===== config.mk =====
export PLATFORM = sky130hd
export DESIGN_NAME = msc_divider
export DESIGN_NICKNAME = d
export VERILOG_FILES = /design/src/rtl/msc_pkg.sv /design/src/rtl/msc_divider.sv
export SDC_FILE = /design/constraint.sdc
export NUM_CORES = 1
export LEC_CHECK = 0
export BUFFER_PORTS_ARGS = -buffer_cell sky130_fd_sc_hd__buf_4
export CELL_PAD_IN_SITES_DETAIL_PLACEMENT = 1
export CELL_PAD_IN_SITES_GLOBAL_PLACEMENT = 2
export CORE_ASPECT_RATIO = 2
export CORE_MARGIN = 2
export CORE_UTILIZATION = 33
export DETAILED_ROUTE_END_ITERATION = 8
export PLACE_DENSITY = 0.78
export REMOVE_ABC_BUFFERS = 1
export SLEW_MARGIN = 30
export SYNTH_ARGS = -nofsm -noshare
export SYNTH_HDL_FRONTEND = slang
export SYNTH_SLANG_ARGS = --single-unit

===== constraint.sdc =====
create_clock -name clk_i -period 4.4 [get_ports clk_i]
set_clock_uncertainty 0.2 [all_clocks]
set_input_delay 0.88 -clock clk_i [delete_from_list [all_inputs] [get_ports clk_i]]
set_output_delay 0.88 -clock clk_i [all_outputs]
set_load 0.02 [all_outputs]

===== src/rtl/msc_pkg.sv =====
// Package: sizes, parameter memory layout, exp table and shared types.
package msc_pkg;

  localparam int unsigned Features = 64;
  localparam int unsigned Hidden = 32;
  localparam int unsigned Classes = 8;
  localparam int unsigned PmemDepth = 4096;

  localparam int unsigned FW = $clog2(Features);
  localparam int unsigned HW = $clog2(Hidden);
  localparam int unsigned CW = $clog2(Classes);
  localparam int unsigned AW = $clog2(PmemDepth);

  localparam int unsigned BaseStd = Features;
  localparam int unsigned BaseB1 = 2 * Features;
  localparam int unsigned BaseW1 = BaseB1 + Hidden;
  localparam int unsigned BaseB2 = BaseW1 + Features * Hidden;
  localparam int unsigned BaseW2 = BaseB2 + Classes;

  localparam logic [23:0] QOne = 24'd4096;
  localparam logic [12:0] Log2eQ12 = 13'd5909;

  typedef enum logic [3:0] {
    ST_IDLE, ST_STD_RD, ST_STD_DIV, ST_L1_BIAS, ST_L1_MAC, ST_L1_DONE,
    ST_L2_BIAS, ST_L2_MAC, ST_L2_DONE, ST_MAX, ST_EXP, ST_DIV, ST_EMIT
  } state_e;

  // Control handed from the sequencer to the MAC cell row.
  typedef struct packed {
    logic load_bias;
    logic mac_en;
    logic shift;
    logic relu;
  } cell_ctl_t;

  function automatic logic [16:0] exp2_tab(input logic [3:0] t);
    logic [16:0] r;
    case (t)
      4'd0: r = 17'd65536;  4'd1: r = 17'd62757;  4'd2: r = 17'd60097;
      4'd3: r = 17'd57549;  4'd4: r = 17'd55109;  4'd5: r = 17'd52773;
      4'd6: r = 17'd50535;  4'd7: r = 17'd48393;  4'd8: r = 17'd46341;
      4'd9: r = 17'd44376;  4'd10: r = 17'd42495; 4'd11: r = 17'd40693;
      4'd12: r = 17'd38968; 4'd13: r = 17'd37316; 4'd14: r = 17'd35734;
      default: r = 17'd34219;
    endcase
    return r;
  endfunction

  // Saturating add of a floor-shifted product into a 32-bit accumulator.
  function automatic logic signed [31:0] sat_add(input logic signed [31:0] a,
                                                 input logic signed [55:0] p);
    logic signed [57:0] s;
    s = 58'(a) + 58'(p >>> 12);
    if (s > 58'sd2147483647) return 32'sh7fffffff;
    if (s < -58'sd2147483648) return 32'sh80000000;
    return s[31:0];
  endfunction

endpackage


===== src/rtl/msc_divider.sv =====
// Restoring divider, one quotient bit per cycle, signed and unsigned.
module msc_divider import msc_pkg::*; (
  input  logic               clk_i,
  input  logic               rst_ni,
  input  logic               start_i,
  input  logic               signed_i,
  input  logic signed [48:0] num_i,
  input  logic signed [48:0] den_i,
  output logic               done_o,
  output logic signed [48:0] quo_o
);

  logic [47:0] rem_q, rem_d, quo_q, quo_d, den_q, den_d;
  logic [5:0]  cnt_q, cnt_d;
  logic        busy_q, busy_d, neg_q, neg_d, done_q, done_d;
  logic [48:0] trial;
  logic [47:0] na, da;

  always_comb begin
    na = (signed_i && num_i[48]) ? 48'(-num_i) : num_i[47:0];
    da = (signed_i && den_i[48]) ? 48'(-den_i) : den_i[47:0];
    trial = {rem_q, quo_q[47]} - {1'b0, den_q};
    rem_d = rem_q; quo_d = quo_q; den_d = den_q; cnt_d = cnt_q;
    busy_d = busy_q; neg_d = neg_q; done_d = 1'b0;
    if (start_i) begin
      rem_d = '0; quo_d = na; den_d = da; cnt_d = 6'd48; busy_d = 1'b1;
      neg_d = signed_i && (num_i[48] ^ den_i[48]);
    end else if (busy_q) begin
      // Shift in one dividend bit and try subtracting.
      if (!trial[48]) begin
        rem_d = trial[47:0]; quo_d = {quo_q[46:0], 1'b1};
      end else begin
        rem_d = {rem_q[46:0], quo_q[47]}; quo_d = {quo_q[46:0], 1'b0};
      end
      cnt_d = cnt_q - 6'd1;
      if (cnt_q == 6'd1) begin
        busy_d = 1'b0; done_d = 1'b1;
      end
    end
  end

  always_ff @(posedge clk_i or negedge rst_ni) begin
    if (!rst_ni) begin
      busy_q <= 1'b0; done_q <= 1'b0; cnt_q <= '0;
    end else begin
      busy_q <= busy_d; done_q <= done_d; cnt_q <= cnt_d;
    end
  end

  always_ff @(posedge clk_i) begin
    rem_q <= rem_d; quo_q <= quo_d; den_q <= den_d; neg_q <= neg_d;
  end

  assign done_o = done_q;
  assign quo_o = neg_q ? -$signed({1'b0, quo_q}) : $signed({1'b0, quo_q});

endmodule


==> flow_metrics.py <==
metrics = {
    "cts": {
        "insertion_delay_ns": 0.46,
        "cts_buffer_depth": 2,
        "tritoncts": "built",
        "root_buffer": "clkbuf_16",
        "path_clk_slew_ns": 0.06,
        "h-tree-depth": 4,
        "ctsHoldBuffers": 0,
        "clock-sinks": 153,
        "numCtsBuffers": 17,
    },
    "synthesis": {
        "syn-cell-area_sq_um": 11900,
        "syn_inst": 1381,
        "synth_edf_count": 97,
        "synth_area_per_cell_sq_um": 8.59,
        "synth_flop_cell": "edfxtp_1",
        "ys_warn_count": 0,
        "yosysUniqueCellTypes": 68,
        "ys_ff_latch": 153,
        "synth_top_area_cell": "edfxtp_1",
        "synthArstFlopShare_pct": 5.23,
        "yosysTopAreaCellShare_pct": 24.5,
        "synthTopCellsByArea": "edfxtp_1 (25%), xnor2_1 (9.2%), dfxtp_1 (8.1%), ha_1 (5.6%), a21oi_1 (4.8%)",
        "ys_seq_area_share_pct": 34.3,
    },
    "floorplan": {
        "start_util_pct": 33.4,
        "die_h_um": 272,
        "die_w_um": 138,
        "io_pins": 152,
        "dieArea_sq_um": 37600,
        "coreArea_sq_um": 35600,
        "rows": 98,
    },
    "route": {
        "drt_pass1_iterations": 4,
        "vias": 11000,
        "drt-initial-drc-count": 327,
        "drc": 0,
        "routedWlPerCell_um": 20.8,
        "wirelength_mm": 42.3,
        "via_per_inst": 5.40,
        "detail-route-antenna-nets": 0,
    },
    "setup_path": {
        "crit_fanout": 8,
        "r2r-start": "quo_q[47]$_DFFE_PP_",
        "cp-start-kind": "register",
        "ff2ff_setup_slack_ns": 0.33,
        "cp_data_arrival_time_ns": 4.05,
        "worstSetupPathType": "reg2out",
        "critPathRequiredTime_ns": 3.32,
        "r2r-end": "rem_q[0]$_SDFFE_PP0P_",
        "reg2reg_depth": 15,
        "end_kind": "primary output",
    },
    "finish": {
        "layout_commonest_cell": "buf_4",
        "regArea_sq_um": 4080,
        "final_nets": 1726,
        "final_cell_mix": "buf_4 (218), nor2_1 (151), xnor2_1 (120)",
        "drive_above_1_share_pct": 20.8,
        "multiInputGateArea_sq_um": 7490,
        "num-fill-cells": 4228,
        "final_core_util_pct": 41.6,
        "syn2layout_area_growth_pct": 24.5,
        "num_antenna_cells": 0,
    },
    "global_route": {
        "grtUsageTotal_pct": 22.6,
        "grt_pass1_vias": 12100,
        "gr-total-overflow": 0,
        "antenna_found_initial": 0,
        "grt_max_degree": 78,
        "grt_first_pass_wirelength_mm": 66.0,
    },
    "power": {
        "peakVddDrop_mv": 0.284,
        "powerDensity_nw_per_um2": 312,
        "leakage_nw": 5.98,
    },
    "timing": {
        "setup_violations": 22,
        "setup_slack_ns": -0.731,
        "worstMarginPinSlew_ns": 1.12,
        "drv_slew": 0,
        "hold_slack_ns": 0.0375,
        "fin_crit_sh_pct": 117,
        "setup_tns_ns": -9.75,
        "rsz0062_at_grt": "true",
        "maxSlewHeadroom_pct": 25.3,
        "max_freq_mhz": 195,
        "finalHoldViolCount": 0,
        "period_minus_slack_ns": 5.13,
    },
    "status": {
        "outcome": "finished, violations left",
        "violations": "setup timing",
    },
    "placed_design": {
        "routabilityCongestion": 0.860,
        "pre_cts_slack_ns": -0.423,
        "portBuffers": 151,
        "dpl.hpwl_mm": 34.6,
    },
    "hold_path": {
        "hold_class": "in2async",
    },
    "job": {
        "drv_cap": 0,
    },
}
==> per-stage QoR <==
stage          area (sq um)  total power, W  std cells
3_5_place_dp          13900         0.00314       1994
3_3_place_gp          13900         0.00311       1994
5_1_grt               14800         0.00485       2033
2_1_floorplan         11600         0.00254       1323
4_1_cts               14600         0.00465       2030
6_report              14800         0.00461       2033
==> synth_stat cells, drive strengths merged (5+ instances only) <==
master,n
dfrtp,8
mux2,26
or4,14
nor3,34
o31ai,24
and2,7
a211oi,29
mux2i,35
nand2b,19
a31oi,13
edfxtp,97
o21ai,92
buf,10
o41ai,14
ha,53
nand3,17
or3,18
clkbuf,48
and3,7
a21oi,115
nor2,152
xor2,61
nand2,111
o21bai,9
dfxtp,48
inv,82
nor4,18
nor2b,7
xnor2,125
nand4,11
o21a,8
a21o,19
o221ai,5
==> metal layers <==
layer | vias to the layer above | wire length (um) | GRT usage, %
met5 | - | 0 | 0
met4 | 0 | 1830 | 10.5
met3 | 83 | 1170 | 3.36
met2 | 220 | 25500 | 48.8
met1 | 5341 | 13800 | 19.6
li1 | 5332 | - | -
==> where the power goes <==
part           leakage [nW]  internal, W  switching [W]
registers              1.46      0.00169       0.000141
clock network         0.273     0.000831       0.000643
logic                  4.24     0.000585       0.000725
total                  5.98      0.00310        0.00151
==> sequential cells by signal (all words and copies together) (netlist names) <==
| register | cells |
|---|---|
| den_q | 48 |
| quo_q | 48 |
| rem_q | 48 |
| cnt_q | 6 |
| busy_q | 1 |
| done_o | 1 |
| neg_q | 1 |
==> critical path, stage by stage (launching register included) <==
cell	delay, ns
edfxtp_1	0.39
or4_4	0.57
nor4_4	0.16
nand4_1	0.21
or3_4	0.39
or4_4	0.45
nand2b_4	0.16
or4_4	0.43
nand2b_4	0.24
o41ai_2	0.27
xnor2_1	0.16
buf_4	0.16
==> cell type report <==
| class | instances | area share (%) |
|---|---|---|
| sequential | 153 | 27.6 |
| multi-input combinational | 1088 | 50.7 |
| clock buffer | 23 | 3.24 |
| inverter | 82 | 2.08 |
| clock inverter | 9 | 0.618 |
| tap | 450 | 3.81 |
| timing repair buffer | 228 | 12.0 |
==> cells by family after synthesis <==
family	Yosys count	share of synthesized area, %
and+or+nand+nor	429	17.3
AOI/OAI and AO/OA	358	19.0
xor gates and xnor gates	186	13.7
DFF	153	34.3
buffers and inverters	140	4.51
muxes	61	5.42
adders and majority gates	54	5.76
==> how the worst max path moves through the flow <==
stage	start	endpoint	slack [ns]
5_1_grt	quo_q[2]$_DFFE_PP_	quo_o[37]	-0.91
6_report	quo_q[2]$_DFFE_PP_	quo_o[37]	-0.73
4_1_cts	quo_q[2]$_DFFE_PP_	quo_o[37]	-0.80
3_3_place_gp	quo_q[5]$_DFFE_PP_	quo_o[37]	-0.38
2_1_floorplan	quo_q[47]$_DFFE_PP_	rem_q[44]$_SDFFE_PP0P_	-4.08
3_5_place_dp	quo_q[5]$_DFFE_PP_	quo_o[37]	-0.42
==> repair_timing <==
action                                  4_1_cts  5_1_grt
resized for setup                            19       28
endpoints found under the setup margin       24       40
cloned                                        0        0
pin swaps                                    13       11
setup buffers                                 4        3
(Power assumes the default switching activity.)
